$ cat src/sv/terminal_escape_key_decoder_assert.svh
// assertion macros for the terminal escape key decoder
`ifndef TERMINAL_ESCAPE_KEY_DECODER_ASSERT_SVH
`define TERMINAL_ESCAPE_KEY_DECODER_ASSERT_SVH

`ifndef SYNTHESIS
`define TEKD_ASSERT_IMP(label, clk, rst, ante, cons) \
   label: assert property (@(posedge clk) disable iff (rst) (ante) |-> (cons)) \
      else $error("tekd assertion failed");
`define TEKD_ASSERT_NEXT(label, clk, ante, cons) \
   label: assert property (@(posedge clk) (ante) |=> (cons)) \
      else $error("tekd assertion failed");
`else
`define TEKD_ASSERT_IMP(label, clk, rst, ante, cons)
`define TEKD_ASSERT_NEXT(label, clk, ante, cons)
`endif

`endif

$ cat src/sv/tekd_pkg.sv
// types and constants shared by the terminal escape key decoder
package tekd_pkg;

   typedef struct packed {
      logic [7:0] byte_in;
      logic       more_pending;
   } req_type;

   typedef struct packed {
      logic [1:0] event_kind;
      logic [7:0] char_out;
      logic [3:0] key_id;
   } rsp_type;

   // result of one parse step, handed to the output stage
   typedef struct packed {
      logic    valid;
      rsp_type data;
   } parse_result_type;

   typedef enum logic [1:0] {
      PHASE_IDLE   = 2'd0,
      PHASE_ESC    = 2'd1,
      PHASE_INTRO  = 2'd2,
      PHASE_DIGITS = 2'd3
   } phase_type;

   localparam logic [1:0] EVENT_NONE    = 2'd0;
   localparam logic [1:0] EVENT_CHAR    = 2'd1;
   localparam logic [1:0] EVENT_SPECIAL = 2'd2;

   localparam logic [3:0] KEY_UP     = 4'd0;
   localparam logic [3:0] KEY_DOWN   = 4'd1;
   localparam logic [3:0] KEY_RIGHT  = 4'd2;
   localparam logic [3:0] KEY_LEFT   = 4'd3;
   localparam logic [3:0] KEY_HOME   = 4'd4;
   localparam logic [3:0] KEY_END    = 4'd5;
   localparam logic [3:0] KEY_INSERT = 4'd6;
   localparam logic [3:0] KEY_DELETE = 4'd7;
   localparam logic [3:0] KEY_PGUP   = 4'd8;
   localparam logic [3:0] KEY_PGDN   = 4'd9;

   localparam logic [7:0] CHAR_ESC     = 8'h1B;
   localparam logic [7:0] CHAR_CR      = 8'h0D;
   localparam logic [7:0] CHAR_LF      = 8'h0A;
   localparam logic [7:0] CHAR_BRACKET = 8'h5B;
   localparam logic [7:0] CHAR_SS3     = 8'h4F;
   localparam logic [7:0] CHAR_A       = 8'h41;
   localparam logic [7:0] CHAR_B       = 8'h42;
   localparam logic [7:0] CHAR_C       = 8'h43;
   localparam logic [7:0] CHAR_D       = 8'h44;
   localparam logic [7:0] CHAR_H       = 8'h48;
   localparam logic [7:0] CHAR_F       = 8'h46;
   localparam logic [7:0] CHAR_ZERO    = 8'h30;
   localparam logic [7:0] CHAR_NINE    = 8'h39;

   localparam logic [6:0] NUM_INSERT = 7'd2;
   localparam logic [6:0] NUM_DELETE = 7'd3;
   localparam logic [6:0] NUM_PGUP   = 7'd5;
   localparam logic [6:0] NUM_PGDN   = 7'd6;
   localparam logic [6:0] NUM_MAX    = 7'd99;

endpackage

$ cat src/sv/terminal_escape_key_decoder.sv
// top level of the terminal escape key decoder
//
// Takes one terminal byte per item on the req_ channel, together with a flag
// telling whether another byte already waits behind it, and gives key events
// on the rsp_ channel: plain characters (CR turned into LF), ESC-prefixed
// characters, arrow, Home, End, Insert, Delete, PageUp and PageDown keys.
// Bytes that only advance an escape sequence give no event; an unknown
// sequence gives one event of kind none.
// The byte is registered on acceptance, decoded from the input register
// against the parse phase and number registers, and the event is registered:
// an event reaches rsp_valid through the input and event registers.
// Throughput is one byte per cycle unless rsp_ stalls (single decode stage).
// A stall on rsp_ holds the event register; the input register then holds
// its byte and req_stall rises, so at most two items sit in the block.
// Reset (synchronous) empties both registers and returns the parser to idle
// with a zero number.
`include "terminal_escape_key_decoder_assert.svh"

module terminal_escape_key_decoder (
   input  logic              clock,
   input  logic              reset,
   input  logic              req_valid,
   output logic              req_stall,
   input  tekd_pkg::req_type req_data,
   output logic              rsp_valid,
   input  logic              rsp_stall,
   output tekd_pkg::rsp_type rsp_data
);

   logic                       item_valid;
   tekd_pkg::req_type          item;
   tekd_pkg::parse_result_type result;
   logic                       advance;
   logic                       out_blocked;
   logic                       key_shown;
   logic                       char_shown;
   logic                       is_special;
   logic                       is_char;

   // the decode step moves when the event register is free or being emptied
   assign advance = item_valid && (!rsp_valid || !rsp_stall);

   tekd_in_reg u_in_reg (
      .clock      (clock),
      .reset      (reset),
      .req_valid  (req_valid),
      .req_stall  (req_stall),
      .req_data   (req_data),
      .advance    (advance),
      .item_valid (item_valid),
      .item       (item)
   );

   tekd_parser u_parser (
      .clock   (clock),
      .reset   (reset),
      .advance (advance),
      .item    (item),
      .result  (result)
   );

   tekd_out_reg u_out_reg (
      .clock     (clock),
      .reset     (reset),
      .advance   (advance),
      .result    (result),
      .rsp_valid (rsp_valid),
      .rsp_stall (rsp_stall),
      .rsp_data  (rsp_data)
   );

   assign out_blocked = rsp_valid && rsp_stall;
   assign key_shown   = rsp_valid && (rsp_data.key_id != 4'd0);
   assign char_shown  = rsp_valid && (rsp_data.char_out != 8'd0);
   assign is_special  = (rsp_data.event_kind == tekd_pkg::EVENT_SPECIAL);
   assign is_char     = (rsp_data.event_kind == tekd_pkg::EVENT_CHAR);

   `TEKD_ASSERT_IMP(a_stall_only_when_full, clock, reset, req_stall, item_valid && out_blocked)
   `TEKD_ASSERT_IMP(a_key_only_on_special, clock, reset, key_shown, is_special)
   `TEKD_ASSERT_IMP(a_char_only_on_char, clock, reset, char_shown, is_char)
   `TEKD_ASSERT_NEXT(a_empty_after_reset, clock, reset, !rsp_valid && !req_stall)

endmodule

$ cat src/sv/tekd_in_reg.sv
// input register of the terminal escape key decoder
module tekd_in_reg (
   input  logic              clock,
   input  logic              reset,
   input  logic              req_valid,
   output logic              req_stall,
   input  tekd_pkg::req_type req_data,
   input  logic              advance,
   output logic              item_valid,
   output tekd_pkg::req_type item
);

   logic              valid_ff, valid_in;
   tekd_pkg::req_type item_ff;
   logic              accept;

   assign req_stall = valid_ff && !advance;
   assign accept    = req_valid && !req_stall;

   always_comb begin
      valid_in = valid_ff;
      if (accept) begin
         valid_in = 1'b1;
      end else if (advance) begin
         valid_in = 1'b0;
      end
   end

   always_ff @(posedge clock) begin
      if (reset) begin
         valid_ff <= 1'b0;
      end else begin
         valid_ff <= valid_in;
      end
   end

   always_ff @(posedge clock) begin
      if (accept) begin
         item_ff <= req_data;
      end
   end

   assign item_valid = valid_ff;
   assign item       = item_ff;

endmodule

$ cat src/sv/tekd_parser.sv
// escape sequence state machine: phase and number registers plus decode
module tekd_parser (
   input  logic                       clock,
   input  logic                       reset,
   input  logic                       advance,
   input  tekd_pkg::req_type          item,
   output tekd_pkg::parse_result_type result
);

   tekd_pkg::phase_type phase_ff, phase_in;
   logic [6:0]          number_ff, number_in;
   logic                is_digit;
   logic [7:0]          digit_diff;
   logic [3:0]          digit_val;
   logic [9:0]          number_next;

   assign is_digit   = (item.byte_in >= tekd_pkg::CHAR_ZERO) &&
                       (item.byte_in <= tekd_pkg::CHAR_NINE);
   assign digit_diff = item.byte_in - tekd_pkg::CHAR_ZERO;
   assign digit_val  = digit_diff[3:0];
   // number * 10 + digit, at most 999
   assign number_next = ({3'b000, number_ff} << 3) + ({3'b000, number_ff} << 1) +
                        {6'b000000, digit_val};

   // next state
   always_comb begin
      phase_in  = phase_ff;
      number_in = number_ff;
      case (phase_ff)
         tekd_pkg::PHASE_IDLE: begin
            if (item.byte_in == tekd_pkg::CHAR_ESC && item.more_pending) begin
               phase_in = tekd_pkg::PHASE_ESC;
            end
         end
         tekd_pkg::PHASE_ESC: begin
            if (item.byte_in == tekd_pkg::CHAR_BRACKET ||
                item.byte_in == tekd_pkg::CHAR_SS3) begin
               phase_in = tekd_pkg::PHASE_INTRO;
            end else begin
               phase_in = tekd_pkg::PHASE_IDLE;
            end
         end
         tekd_pkg::PHASE_INTRO: begin
            if (is_digit) begin
               phase_in  = tekd_pkg::PHASE_DIGITS;
               number_in = {3'b000, digit_val};
            end else begin
               phase_in = tekd_pkg::PHASE_IDLE;
            end
         end
         tekd_pkg::PHASE_DIGITS: begin
            if (is_digit) begin
               if (number_next > {3'b000, tekd_pkg::NUM_MAX}) begin
                  number_in = tekd_pkg::NUM_MAX;
               end else begin
                  number_in = number_next[6:0];
               end
            end else begin
               phase_in = tekd_pkg::PHASE_IDLE;
            end
         end
         default: begin
            phase_in = tekd_pkg::PHASE_IDLE;
         end
      endcase
   end

   // outputs
   always_comb begin
      result = '0;
      case (phase_ff)
         tekd_pkg::PHASE_IDLE: begin
            if (!(item.byte_in == tekd_pkg::CHAR_ESC && item.more_pending)) begin
               result.valid           = 1'b1;
               result.data.event_kind = tekd_pkg::EVENT_CHAR;
               result.data.char_out   = (item.byte_in == tekd_pkg::CHAR_CR) ?
                                        tekd_pkg::CHAR_LF : item.byte_in;
            end
         end
         tekd_pkg::PHASE_ESC: begin
            if (!(item.byte_in == tekd_pkg::CHAR_BRACKET ||
                  item.byte_in == tekd_pkg::CHAR_SS3)) begin
               result.valid           = 1'b1;
               result.data.event_kind = tekd_pkg::EVENT_CHAR;
               result.data.char_out   = item.byte_in;
            end
         end
         tekd_pkg::PHASE_INTRO: begin
            if (!is_digit) begin
               result.valid           = 1'b1;
               result.data.event_kind = tekd_pkg::EVENT_SPECIAL;
               case (item.byte_in)
                  tekd_pkg::CHAR_A: result.data.key_id = tekd_pkg::KEY_UP;
                  tekd_pkg::CHAR_B: result.data.key_id = tekd_pkg::KEY_DOWN;
                  tekd_pkg::CHAR_C: result.data.key_id = tekd_pkg::KEY_RIGHT;
                  tekd_pkg::CHAR_D: result.data.key_id = tekd_pkg::KEY_LEFT;
                  tekd_pkg::CHAR_H: result.data.key_id = tekd_pkg::KEY_HOME;
                  tekd_pkg::CHAR_F: result.data.key_id = tekd_pkg::KEY_END;
                  default: begin
                     result.data.event_kind = tekd_pkg::EVENT_NONE;
                  end
               endcase
            end
         end
         tekd_pkg::PHASE_DIGITS: begin
            // the terminating byte itself is dropped
            if (!is_digit) begin
               result.valid           = 1'b1;
               result.data.event_kind = tekd_pkg::EVENT_SPECIAL;
               case (number_ff)
                  tekd_pkg::NUM_INSERT: result.data.key_id = tekd_pkg::KEY_INSERT;
                  tekd_pkg::NUM_DELETE: result.data.key_id = tekd_pkg::KEY_DELETE;
                  tekd_pkg::NUM_PGUP:   result.data.key_id = tekd_pkg::KEY_PGUP;
                  tekd_pkg::NUM_PGDN:   result.data.key_id = tekd_pkg::KEY_PGDN;
                  default: begin
                     result.data.event_kind = tekd_pkg::EVENT_NONE;
                  end
               endcase
            end
         end
         default: begin
            result = '0;
         end
      endcase
   end

   always_ff @(posedge clock) begin
      if (reset) begin
         phase_ff  <= tekd_pkg::PHASE_IDLE;
         number_ff <= 7'd0;
      end else if (advance) begin
         phase_ff  <= phase_in;
         number_ff <= number_in;
      end
   end

endmodule

$ cat src/sv/tekd_out_reg.sv
// result register of the terminal escape key decoder
module tekd_out_reg (
   input  logic                       clock,
   input  logic                       reset,
   input  logic                       advance,
   input  tekd_pkg::parse_result_type result,
   output logic                       rsp_valid,
   input  logic                       rsp_stall,
   output tekd_pkg::rsp_type          rsp_data
);

   logic              valid_ff, valid_in;
   tekd_pkg::rsp_type data_ff;

   always_comb begin
      valid_in = valid_ff;
      if (advance) begin
         valid_in = result.valid;
      end else if (!rsp_stall) begin
         valid_in = 1'b0;
      end
   end

   always_ff @(posedge clock) begin
      if (reset) begin
         valid_ff <= 1'b0;
      end else begin
         valid_ff <= valid_in;
      end
   end

   always_ff @(posedge clock) begin
      if (advance && result.valid) begin
         data_ff <= result.data;
      end
   end

   assign rsp_valid = valid_ff;
   assign rsp_data  = data_ff;

endmodule

$ cat config.mk
export PLATFORM = sky130hd
export DESIGN_NAME = terminal_escape_key_decoder
export DESIGN_NICKNAME = d
export VERILOG_FILES = /design/src/sv/tekd_pkg.sv /design/src/sv/terminal_escape_key_decoder.sv /design/src/sv/tekd_in_reg.sv /design/src/sv/tekd_parser.sv /design/src/sv/tekd_out_reg.sv
export VERILOG_INCLUDE_DIRS = /design/src /design/src/sv
export SDC_FILE = /design/constraint.sdc
export NUM_CORES = 1
export LEC_CHECK = 0
export ABC_AREA = 1
export BUFFER_PORTS_ARGS = -buffer_cell sky130_fd_sc_hd__buf_2
export CORE_ASPECT_RATIO = 1.2
export CORE_MARGIN = 4
export CORE_UTILIZATION = 50
export DETAILED_ROUTE_END_ITERATION = 10
export HOLD_SLACK_MARGIN = 0.05
export PLACE_DENSITY = 0.69
export SKIP_CTS_REPAIR_TIMING = 1
export SYNTH_ARGS = -nofsm -noshare
export SYNTH_HDL_FRONTEND = slang
export SYNTH_SLANG_ARGS = --single-unit
$ cat constraint.sdc
create_clock -name clock -period 5.36 [get_ports clock]
set_clock_uncertainty 0.1 [all_clocks]
set_input_delay 0.804 -clock clock [delete_from_list [all_inputs] [get_ports clock]]
set_output_delay 0.804 -clock clock [all_outputs]
set_load 0.01 [all_outputs]
Yosys cells after proc, flatten, opt, wreduce, memory -nomap -nowiden
Index checks and enable logic that the tools add are counted.
{"block": "totals", "regBits": 34, "inputBits": 13, "out_inout_bits": 16, "elab_cells": 83}
{"block": "op_classes", "n_addsub": 3, "n_lt_le_gt_ge": 3, "eq_ne": 22, "mux": 27, "n_reduce_logical": 19}
{"operator": "$eq 8x7->1 const B", "n": 8}
{"operator": "$mux 11", "n": 2}
{"operator": "$mux 7", "n": 3}
{"operator": "$pmux 4 s4", "n": 1}
{"operator": "$pmux 8 s2", "n": 1}
{"operator": "$pmux 3 s5", "n": 1}
{"operator": "$eq 7x2->1 const B", "n": 2}
{"operator": "$eq 7x3->1 const B", "n": 2}
{"operator": "$pmux 7 s2", "n": 1}
{"operator": "$mux 2", "n": 6}
{"operator": "$pmux 3 s4", "n": 1}
{"operator": "$add 10x4->10", "n": 1}
{"operator": "$add 10x8->10", "n": 1}
{"operator": "$gt 10x7->1 const B", "n": 1}
{"operator": "$eq 8x4->1 const B", "n": 1}
{"operator": "$eq 8x5->1 const B", "n": 1}
{"operator": "$ge 8x6->1 const B", "n": 1}
{"operator": "$le 8x6->1 const B", "n": 1}
{"operator": "$mux 4", "n": 2}
{"operator": "$mux 8", "n": 1}
{"operator": "$ne 2x1->1 const B", "n": 4}
{"operator": "$pmux 2 s4", "n": 1}
{"operator": "$pmux 4 s2", "n": 1}
{"operator": "$logic_and 1x1->1", "n": 6}
{"operator": "other kinds (14)", "n": 24}

Depth between registers and ports, before layout
Gate-level depths: netlist of run 1.
{"block": "logic_depth", "ltp_word": 8, "depth_mapped": 17, "mapped_depth_nobuf": 17}

By module
A second synthesis of run 1 with hierarchy kept.
{"block": "unflattened", "cells_unflattened": 282, "area_unflattened_um2": 2193.4}
{"mod": "tekd_parser", "n_inst": 1, "cells_each": 244, "area_each_um2": 1393.8, "seq_area_each_um2": 180.2}
{"mod": "tekd_out_reg", "n_inst": 1, "cells_each": 20, "area_each_um2": 470.5, "seq_area_each_um2": 440.4}
{"mod": "tekd_in_reg", "n_inst": 1, "cells_each": 16, "area_each_um2": 316.6, "seq_area_each_um2": 290.3}
{"mod": "terminal_escape_key_decoder", "n_inst": 1, "cells_each": 2, "area_each_um2": 12.5, "seq_area_each_um2": 0.0}

Worst setup path after synthesis of run 1
No wires, ideal clock.
{"block": "synth_path", "path_type": "reg-to-reg", "startpoint": "register u_in_reg.item_ff (netlist bit u_in_reg.item[4])", "endpoint": "register u_parser.number_ff[1]", "setup_ns": 0.109, "arrival_time_ns": 2.234, "required_ns": 5.151, "setup_slack_ns": 2.917, "path_stages_with_launch": 16, "path_buffers": 0, "synth_period_minus_slack_ns": 2.443, "path_cell_list": "edfxtp_1 -> inv_1 -> fa_1 -> fa_1 -> inv_1 -> nand2_1 -> nand2_2 -> nand3_2 -> nand3_1 -> nand2_1 -> nor2_1 -> nand2_1 -> nand2_1 -> nand3_1 -> nand2_1 -> inv_1"}
{"block": "synth_via", "elab_chain_cells": 6, "elab_cells_between_ends": 12, "classes_between": "add/sub (2); order compare (3); eq/ne (2); mux (3); reduce/logical (2)"}
{"item": "from (decl)", "line_no": "tekd_in_reg.sv:14", "text": "tekd_pkg::req_type item_ff;"}
{"item": "from (signal assigned)", "line_no": "tekd_in_reg.sv:39", "text": "item_ff <= req_data;"}
{"item": "$sub 4x1->4", "line_no": "tekd_parser.sv:19", "text": "assign digit_diff = item.byte_in - tekd_pkg::CHAR_ZERO;"}
{"item": "$add 10x4->10", "line_no": "tekd_parser.sv:22", "text": "assign number_next = ({3'b000, number_ff} << 3) + ({3'b000, number_ff} << 1) +"}
{"item": "$gt 10x7->1", "line_no": "tekd_parser.sv:53", "text": "if (number_next > {3'b000, tekd_pkg::NUM_MAX}) begin"}
{"item": "$mux 7", "line_no": "tekd_parser.sv:53"}
{"item": "$mux 7", "line_no": "tekd_parser.sv:52", "text": "if (is_digit) begin"}
{"item": "$pmux 7 s2", "line_no": "tekd_parser.sv:29", "text": "case (phase_ff)"}
{"item": "to (signal assigned)", "line_no": "tekd_parser.sv:133", "text": "number_ff <= number_in;"}
{"item": "to (decl)", "line_no": "tekd_parser.sv:11", "text": "logic [6:0] number_ff, number_in;"}
Several ways; a longest one is shown, not always the timed one. The select of a mux whose other input is x is not followed.
A chain may end at the register's enable or synchronous reset.

Final worst setup path of run 1
Ends and elaborated chain as after synthesis.

==> results by group, run 1 <==
Logic synthesis
  • Ys flop type: edfxtp_1
  • Mapped Cells: 271
  • EDFF count, synth: 23
  • Yosys top cell area share: 32.09%
  • Async SR Flop Fraction: 0%
  • Commonest cells in the synthesized netlist: nand2_1, inv_1, nor2_1
  • Synth cell types: 27
  • Count leader, synth: nand2_1
  • Area leader, netlist: edfxtp_1
  • Mean Syn Cell Area: 7.941 um2
  • Ys Warns: 0
  • Post-Syn Area: 2152 um2
  • Syn_nets: 299
  • Main area contributors after synthesis: edfxtp_1, nand2_1, dfxtp_1
  • Yosys reg bits: 34
  • Seq/Total Area, Yosys: 42.33%

CTS
  • Clock transition at path regs: 0.06 ns
  • CTS tree: done
  • Root Buffer: clkbuf_8
  • Sink Count: 34
  • CTS H-tree depth: 2
  • Inserted Clock Buffers: 5
  • Skew-Pair Late Insertion Delay: 0.28 ns
  • CTS max path bufs: 2

STA
  • Final worst slack: 2.691 ns
  • Final Hold Viols: 0
  • Fin crit period: 2.669 ns
  • Final slew viol count: 0
  • Worst Tran Pin Value: 0.5291 ns
  • Slew margin rel.: 64.69%
  • RSZ-0062 raised after global routing: false
  • Final period util: 49.80%
  • Setup TNS: 0 ns
  • Achievable Freq: 374.6 MHz
  • Final setup viols: 0

Die
  • FP Rows: 25
  • Die X: 67.89 um
  • Initial Util: 53.33%
  • Io pins: 29
  • Die Y: 79.87 um
  • Core region area: 4035 um2
  • Die area: 5422 um2

Finish
  • N_diodes: 0
  • Share of cells above drive strength 1: 20.00%
  • FILL cells: 381
  • Final nets: 332
  • Area Growth Syn to Fin: 15.41%
  • Core Util, Final: 61.55%

Setup path
  • Critical path data required time: 5.44 ns
  • FF-to-FF setup slack: 2.69 ns
  • Setup crit start kind: flip-flop
  • Critical path capture point type: flip-flop
  • Crit path DAT: 2.75 ns
  • Crit-path max FO: 6
  • Crit path kind: reg -> reg

Worst hold path
  • Tightest Hold Check Type: reg -> reg

Routing
  • DRC viols: 0
  • Routed wire length: 4189 um
  • WL per Instance: 11.67 um
  • Antenna Nets Post-Route: 0
  • Via-per-instance ratio: 5.070
  • Via Count: 1820
  • Initial DRC Count: 80
  • Drt pass-1 iters: 4

Power
  • P_int: 0.0004869 W
  • Gate power share: 5.9%
  • Sequential cell fraction of total power: 49.2%
  • VDD IR max: 222.2 uV
  • Net Sw Power: 0.0001144 W
  • PwrDens: 242.1 nW/um2
  • Leak Pwr: 1.198 nW
  • Clock share of power: 45.0%
  • Switching Share: 19.02%

Global route
  • Initial antenna violation count: 0
  • Vias in the first global route: 1722
  • Largest net degree at the start of global routing: 15
  • GRT Residual Overflow: 0
  • Total track usage: 17.71%
  • First-pass GRT wire length: 7307 um

Placement
  • Number of I/O port buffers: 28
  • Worst slack at placement: 2.707 ns
  • Routability cong.: 0.9191
  • Hpwl dp: 3418 um

Job
  • Max Cap Violations: 0

Outcome
  • Status: finished, final reports clean
-- layout by cell type, fill, tap and decap left out, types with 2 or more instances in the layout --
master      n
nand2_1    64
inv_1      40
buf_2      28
nor2_1     25
edfxtp_1   23
nand3_1    18
a21oi_1    16
o21ai_0    13
ha_1       13
dfxtp_1    11
nor3_1      8
inv_2       6
nand2_2     6
nand4_1     6
clkbuf_8    5
nor3_2      4
nor2_2      3
nor2_4      3
fa_1        2
bufinv_16   2
-- critical path, stage by stage, from the launching register on --
cell and delay (ns):
edfxtp_1 0.44, inv_1 0.15, fa_1 0.54, fa_1 0.58, inv_1 0.06, nor2_1 0.09, nand2_1 0.06, nand3_1 0.12
nor2_4 0.05, nor2_1 0.08, nand2_1 0.06, nand2_1 0.07, nand3_1 0.07, nand2_1 0.06, inv_1 0.03
-- state kept, by name (all words and copies together), names as in the netlist --
register and cells:
u_in_reg.item 9, u_in_reg.item_valid 1, u_out_reg.rsp_data 14, u_out_reg.rsp_valid 1
u_parser.number_ff 7, u_parser.phase_ff 2
-- through the flow --
step / total power [W] / std cells / instance area (um2) / hold slack, ns
6_report: 0.0006012 / 359 / 2484 / 0.4132
5_1_grt: 0.0006276 / 359 / 2484 / 0.4379
4_1_cts: 0.0006086 / 359 / 2484 / 0.4200
3_5_place_dp: 0.0003372 / 351 / 2351 / 0.4109
3_3_place_gp: 0.0003366 / 351 / 2351 / 0.4056
2_1_floorplan: 0.0003228 / 271 / 2152 / 0.3766
-- power groups by stage --
stage	clock, W	sequential, W	combinational (W)
floorplan	0	0.000303	0.0000198
global placement	0	0.000301	0.0000357
global route	0.000291	0.000296	0.0000405
CTS	0.000277	0.000295	0.0000361
finish	0.000270	0.000296	0.0000354
detailed placement	0	0.000301	0.0000360
-- final timing paths --
check	from	endpoint	cells after the start
worst max-delay path	u_in_reg.item[4]$_DFFE_PP_	u_parser.number_ff[1]$_SDFFE_PP0P_	14
worst min-delay path	u_out_reg.rsp_valid$_SDFFE_PP0P_	u_out_reg.rsp_valid$_SDFFE_PP0P_	2
worst max register to register	u_in_reg.item[4]$_DFFE_PP_	u_parser.number_ff[1]$_SDFFE_PP0P_	14
worst min register to register	u_out_reg.rsp_valid$_SDFFE_PP0P_	u_out_reg.rsp_valid$_SDFFE_PP0P_	2
-- final cells by class --
type | count | area (um2) | share of cell area [%]
inverter | 46 | 172.7 | 6.952
sequential | 34 | 910.9 | 36.68
clock buffer | 5 | 68.82 | 2.771
timing repair buffer | 28 | 140.1 | 5.642
multi-input combinational | 189 | 1060 | 42.67
clock inverter | 3 | 63.81 | 2.569
tap | 54 | 67.56 | 2.720
-- cell families after synthesis --
| group | synth area share, % |
|---|---|
| buf+inv | 8.430 |
| compound gates | 7.384 |
| simple gates | 32.04 |
| fa+ha+maj | 9.419 |
| xor+xnor | 0.4071 |
| flops | 42.33 |
-- routing by layer --
| layer | part of all wire [%] | track usage, % | vias up |
|---|---|---|---|
| li1 | - | - | 955 |
| met1 | 44 | 21.13 | 805 |
| met2 | 50 | 30.67 | 54 |
| met3 | 4.6 | 3.521 | 6 |
| met4 | 1.4 | 6.759 | 0 |
| met5 | 0 | 0 | - |
(Power assumes the default switching activity.)
==> run 2: changes to the inputs <==
--- a/config.mk
+++ b/config.mk
@@ -6,14 +6,14 @@
 export SDC_FILE = /design/constraint.sdc
 export NUM_CORES = 1
 export LEC_CHECK = 0
-export ABC_AREA = 1
+export ABC_AREA = 0
 export BUFFER_PORTS_ARGS = -buffer_cell sky130_fd_sc_hd__buf_2
 export CORE_ASPECT_RATIO = 1.2
 export CORE_MARGIN = 4
 export CORE_UTILIZATION = 50
 export DETAILED_ROUTE_END_ITERATION = 10
 export HOLD_SLACK_MARGIN = 0.05
-export PLACE_DENSITY = 0.69
+export PLACE_DENSITY = 0.72
 export SKIP_CTS_REPAIR_TIMING = 1
 export SYNTH_ARGS = -nofsm -noshare
 export SYNTH_HDL_FRONTEND = slang
==> constraint.sdc (replaced) <==
create_clock -name clock -period 2.3 [get_ports clock]
set_clock_uncertainty 0.1 [all_clocks]
set_input_delay 0.345 -clock clock [delete_from_list [all_inputs] [get_ports clock]]
set_output_delay 0.345 -clock clock [all_outputs]
set_load 0.01 [all_outputs]
==> results by group, run 2 <==
Logic synthesis
  • Yosys top cell area share: 34.54%
  • Seq/Total Area, Yosys: 45.56%
  • Ys flop type: edfxtp_1
  • Async SR Flop Fraction: 0%
  • Mapped Cells: 199
  • Synth cell types: 39
  • Syn_nets: 227
  • EDFF count, synth: 23
  • Yosys reg bits: 34
  • Mean Syn Cell Area: 10.05 um2
  • Commonest cells in the synthesized netlist: edfxtp_1, nor2_1, a21oi_1, ha_1, nand2_1
  • Area leader, netlist: edfxtp_1
  • Post-Syn Area: 1999 um2
  • Ys Warns: 0
  • Main area contributors after synthesis: edfxtp_1, dfxtp_1, ha_1
  • Count leader, synth: edfxtp_1

Die
  • FP Rows: 24
  • Die Y: 77.27 um
  • Die X: 65.73 um
  • Io pins: 29
  • Die area: 5079 um2
  • Initial Util: 53.27%
  • Core region area: 3754 um2

STA
  • Final period util: 128.0%
  • Final Hold Viols: 0
  • Slew margin rel.: 63.51%
  • Final worst slack: -0.6445 ns
  • Fin crit period: 2.945 ns
  • Achievable Freq: 339.6 MHz
  • Final setup viols: 7
  • Worst Tran Pin Value: 0.5474 ns
  • Setup TNS: -4.055 ns
  • RSZ-0062 raised after global routing: true
  • Final slew viol count: 0

Setup path
  • Crit-path max FO: 3
  • Setup crit start kind: flip-flop
  • Critical path data required time: 2.38 ns
  • Crit path kind: reg -> reg
  • CP Cell Sequence: inv_4 > fa_1 > inv_1 > ha_1 > a21o_1 > and4_4 > or3_4 > a2111oi_4 > nand4_1 > o21a_1
  • Crit path from: u_in_reg.item[4]$_DFFE_PP_
  • Worst path bufs/invs: 2
  • Top delay family on crit path: adder cells
  • Max incr delay on CP: 0.55 ns
  • Slowest CP cell: fa_1
  • FF-to-FF setup slack: -0.64 ns
  • Reg-to-reg startpoint: u_in_reg.item[4]$_DFFE_PP_
  • Critical path capture point type: flip-flop
  • Crit path DAT: 3.03 ns

Finish
  • FILL cells: 310
  • Core Util, Final: 66.47%
  • Share of cells above drive strength 1: 29.02%
  • Commonest non-fill, non-tap cell in the layout: buf_4
  • Design area: 2495 um2
  • Area Growth Syn to Fin: 24.78%
  • Multi-input gate area: 1031 um2
  • Final nets: 282
  • Most frequent cells in the layout: buf_4, buf_2, edfxtp_1
  • N_diodes: 0
  • Max reg flops: 14
  • Seq. cell area: 912.1 um2

Outcome
  • Failing checks: setup timing
  • Status: finished with violations

Global route
  • Largest net degree at the start of global routing: 17
  • First-pass GRT wire length: 7327 um
  • GRT Residual Overflow: 0
  • Total track usage: 18.27%
  • Vias in the first global route: 1621
  • Initial antenna violation count: 0

Placement
  • Hpwl dp: 3127 um
  • Routability cong.: 0.8190
  • Worst slack at placement: -0.6562 ns
  • Area after DPL: 2364 um2
  • Number of I/O port buffers: 28

CTS
  • CTS tree: done
  • Clock transition at path regs: 0.07 ns
  • Skew-Pair Late Insertion Delay: 0.28 ns
  • Root Buffer: clkbuf_8
  • Sink Count: 34
  • Inserted Clock Buffers: 5
  • CTS H-tree depth: 2
  • CTS max path bufs: 2

Routing
  • Via Count: 1657
  • Via-per-instance ratio: 5.397
  • Drt pass-1 iters: 4
  • Antenna Nets Post-Route: 0
  • Initial DRC Count: 46
  • Routed wire length: 4199 um
  • DRC viols: 0
  • WL per Instance: 13.68 um

Worst hold path
  • Hold Startpoint: req_data[5]
  • Tightest Hold Check Type: in -> reg

Power
  • VDD IR max: 391.0 uV
  • Leak Pwr: 1.048 nW
  • PwrDens: 486.8 nW/um2
  • Pwr Total: 0.001215 W

Job
  • Max Cap Violations: 0
run 2: changes by cell type after synthesis, sizes merged, moves of 4 or more:
cell and change:
nand2 -58, inv -35, nor2 -18, nand3 -16
a211oi +7, and2 +7, nor3 -6, nor2b +5
xnor2 +5, and3 +4, clkbuf +4, nand2b +4
o21a +4
run 2: final cells by class:
class,instances,area share (%)
repair buffers,57,14.34
flip-flops and latches,34,36.56
multi-input cells,145,41.32
well taps,52,2.608
inverters,11,1.755
clock buffers,5,2.758
clock inverters,3,0.6520
run 2: cell families after synthesis:
logic type	Yosys count	synth area share (%)
compound gates	48	16.15
flops	34	45.56
xor+xnor	8	3.505
fa+ha+maj	15	10.14
simple gates	71	19.09
mux	3	1.502
buf+inv	20	4.067
run 2: final timing paths:
check | endpoint | cells past startpoint
min reg2reg | u_out_reg.rsp_valid$_SDFFE_PP0P_ | 2
max | u_parser.number_ff[1]$_SDFFE_PP0P_ | 10
max reg2reg | u_parser.number_ff[1]$_SDFFE_PP0P_ | 10
min | u_in_reg.item[5]$_DFFE_PP_ | 1
run 2: metal layers:
layer  track usage (%)  up-vias  share of wire (%)
met5                 0        -                  0
met4             5.394        0                1.3
met3             4.094        7                5.0
met2             28.79       48                 48
met1             24.84      768                 46
li1                  -      834                  -
run 2: worst register-to-register path, cell delays in order (launching register included):
cell       delay, ns
edfxtp_1        0.40
inv_4           0.05
fa_1            0.55
inv_1           0.06
ha_1            0.27
a21o_1          0.17
and4_4          0.15
or3_4           0.37
a2111oi_4       0.36
nand4_1         0.19
o21a_1          0.20
run 2: per-stage QoR:
stage	hold WS, ns	cells
finish	0.1349	307
global route	0.1253	307
detailed placement	0.3938	296
CTS	0.1250	304
global placement	0.3711	296
floorplan	0.3439	199
run 2: where the power goes:
part / switching (W) / internal [W]
Sequential: 0.0000158 / 0.000677
Combinational: 0.0000536 / 0.0000470
Clock: 0.000214 / 0.000207
Total: 0.000284 / 0.000931
==> run 3: changes to the inputs <==
--- a/config.mk
+++ b/config.mk
@@ -13,7 +13,7 @@
 export CORE_UTILIZATION = 50
 export DETAILED_ROUTE_END_ITERATION = 10
 export HOLD_SLACK_MARGIN = 0.05
-export PLACE_DENSITY = 0.72
+export PLACE_DENSITY = 0.69
 export SKIP_CTS_REPAIR_TIMING = 1
 export SYNTH_ARGS = -nofsm -noshare
 export SYNTH_HDL_FRONTEND = slang
==> constraint.sdc (replaced) <==
create_clock -name clock -period 3.6 [get_ports clock]
set_clock_uncertainty 0.1 [all_clocks]
set_input_delay 0.54 -clock clock [delete_from_list [all_inputs] [get_ports clock]]
set_output_delay 0.54 -clock clock [all_outputs]
set_load 0.01 [all_outputs]
==> results by group, run 3 (synthesis results as in run 2) <==
Finish
  • Share of cells above drive strength 1: 17.54%
  • Core Util, Final: 61.00%
  • Multi-input gate area: 1007 um2
  • FILL cells: 328
  • Max reg flops: 14
  • Final nets: 256
  • Seq. cell area: 910.9 um2
  • Area Growth Syn to Fin: 14.52%
  • N_diodes: 0
  • Commonest non-fill, non-tap cell in the layout: buf_2
  • Most frequent cells in the layout: buf_2, edfxtp_1, nor2_1

STA
  • Final setup viols: 0
  • RSZ-0062 raised after global routing: false
  • Final slew viol count: 0
  • Achievable Freq: 300.5 MHz
  • Setup TNS: 0 ns
  • Final Hold Viols: 0
  • Worst Tran Pin Value: 0.7663 ns
  • Fin crit period: 3.328 ns
  • Final period util: 92.45%
  • Final worst slack: 0.2719 ns
  • Slew margin rel.: 48.81%

Setup path
  • Crit-path max FO: 5
  • Slowest CP cell: fa_1
  • Critical Path Most Common Cell: inv_1
  • CP Cell Sequence: inv_1 > fa_1 > inv_1 > ha_1 > a21o_1 > and4_4 > or3_4 > a2111oi_4 > nand4_1 > o21a_1
  • Crit path kind: reg -> reg
  • Critical path capture point type: flip-flop
  • Worst path bufs/invs: 2
  • Critical path data required time: 3.67 ns
  • Max incr delay on CP: 0.58 ns
  • Top delay family on crit path: compound AO/OA/AOI/OAI gates
  • Crit path DAT: 3.40 ns
  • Setup crit start kind: flip-flop

Power
  • Clock share of power: 40.1%
  • P_int: 0.0006565 W
  • Sequential cell fraction of total power: 53.4%
  • Gate power share: 6.5%
  • Pwr Total: 0.0008336 W
  • Switching Share: 21.25%
  • Net Sw Power: 0.0001772 W
  • PwrDens: 364.1 nW/um2
  • VDD IR max: 256.7 uV
  • Leak Pwr: 0.9219 nW

Placement
  • Number of I/O port buffers: 28
  • Routability cong.: 0.8764
  • Hpwl dp: 3147 um
  • Worst slack at placement: 0.2964 ns

CTS
  • CTS max path bufs: 2
  • CTS H-tree depth: 2
  • Clock transition at path regs: 0.07 ns
  • Root Buffer: clkbuf_8
  • CTS tree: done
  • Inserted Clock Buffers: 5
  • Sink Count: 34
  • Skew-Pair Late Insertion Delay: 0.28 ns

Routing
  • Drt pass-1 iters: 4
  • DRC viols: 0
  • WL per Instance: 14.80 um
  • Routed wire length: 4144 um
  • Initial DRC Count: 113
  • Antenna Nets Post-Route: 0
  • Via Count: 1580
  • Via-per-instance ratio: 5.643

Global route
  • Initial antenna violation count: 0
  • Largest net degree at the start of global routing: 17
  • GRT Residual Overflow: 0
  • First-pass GRT wire length: 6672 um
  • Vias in the first global route: 1444
  • Total track usage: 16.96%

Outcome
  • Status: finished, final reports clean

Worst hold path
  • Tightest Hold Check Type: in -> reg

Die
  • Io pins: 29
  • Die Y: 77.27 um
  • Die area: 5079 um2
  • Initial Util: 53.27%
  • Core region area: 3754 um2
  • Die X: 65.73 um
  • FP Rows: 24

Job
  • Max Cap Violations: 0
-- run 3: per-layer routing --
metal / GRT usage [%] / vias up / part of all wire [%]
li1: - / 780 / -
met1: 21.88 / 747 / 42
met2: 28.49 / 48 / 51
met3: 2.632 / 5 / 6.0
met4: 5.602 / 0 / 1.1
met5: 0 / - / 0
-- run 3: worst paths after layout --
| path | start | end | slack (ns) | cells after the start |
|---|---|---|---|---|
| setup / recovery | u_parser.number_ff[0]$_SDFFE_PP0P_ | u_parser.number_ff[1]$_SDFFE_PP0P_ | 0.27 | 10 |
| hold reg to reg | u_out_reg.rsp_valid$_SDFFE_PP0P_ | u_out_reg.rsp_valid$_SDFFE_PP0P_ | 0.41 | 2 |
| hold / removal | req_data[5] | u_in_reg.item[5]$_DFFE_PP_ | 0.33 | 1 |
| setup reg to reg | u_parser.number_ff[0]$_SDFFE_PP0P_ | u_parser.number_ff[1]$_SDFFE_PP0P_ | 0.27 | 10 |
-- run 3: per-stage QoR --
stage	instance area, um2	instances	hold slack (ns)
6_report	2290	280	0.3317
5_1_grt	2290	280	0.3157
4_1_cts	2290	280	0.3248
3_5_place_dp	2187	273	0.3898
3_3_place_gp	2187	273	0.3751
2_1_floorplan	1999	199	0.3585
-- run 3: cell type report --
cell class,count,share of cell area [%]
Clock inverter,2,1.475
Clock buffer,5,3.005
Timing Repair Buffer,31,7.104
Inverter,11,1.803
Sequential cell,34,39.78
Multi-Input combinational cell,145,43.99
Tap cell,52,2.842
-- run 3: power groups by stage --
stage / logic (W) / clock network, W / registers, W
after floorplan: 0.0000343 / 0 / 0.000450
after global placement: 0.0000539 / 0 / 0.000453
after detailed placement: 0.0000547 / 0 / 0.000453
after CTS: 0.0000551 / 0.000340 / 0.000445
after global routing: 0.0000608 / 0.000362 / 0.000446
final: 0.0000546 / 0.000334 / 0.000445
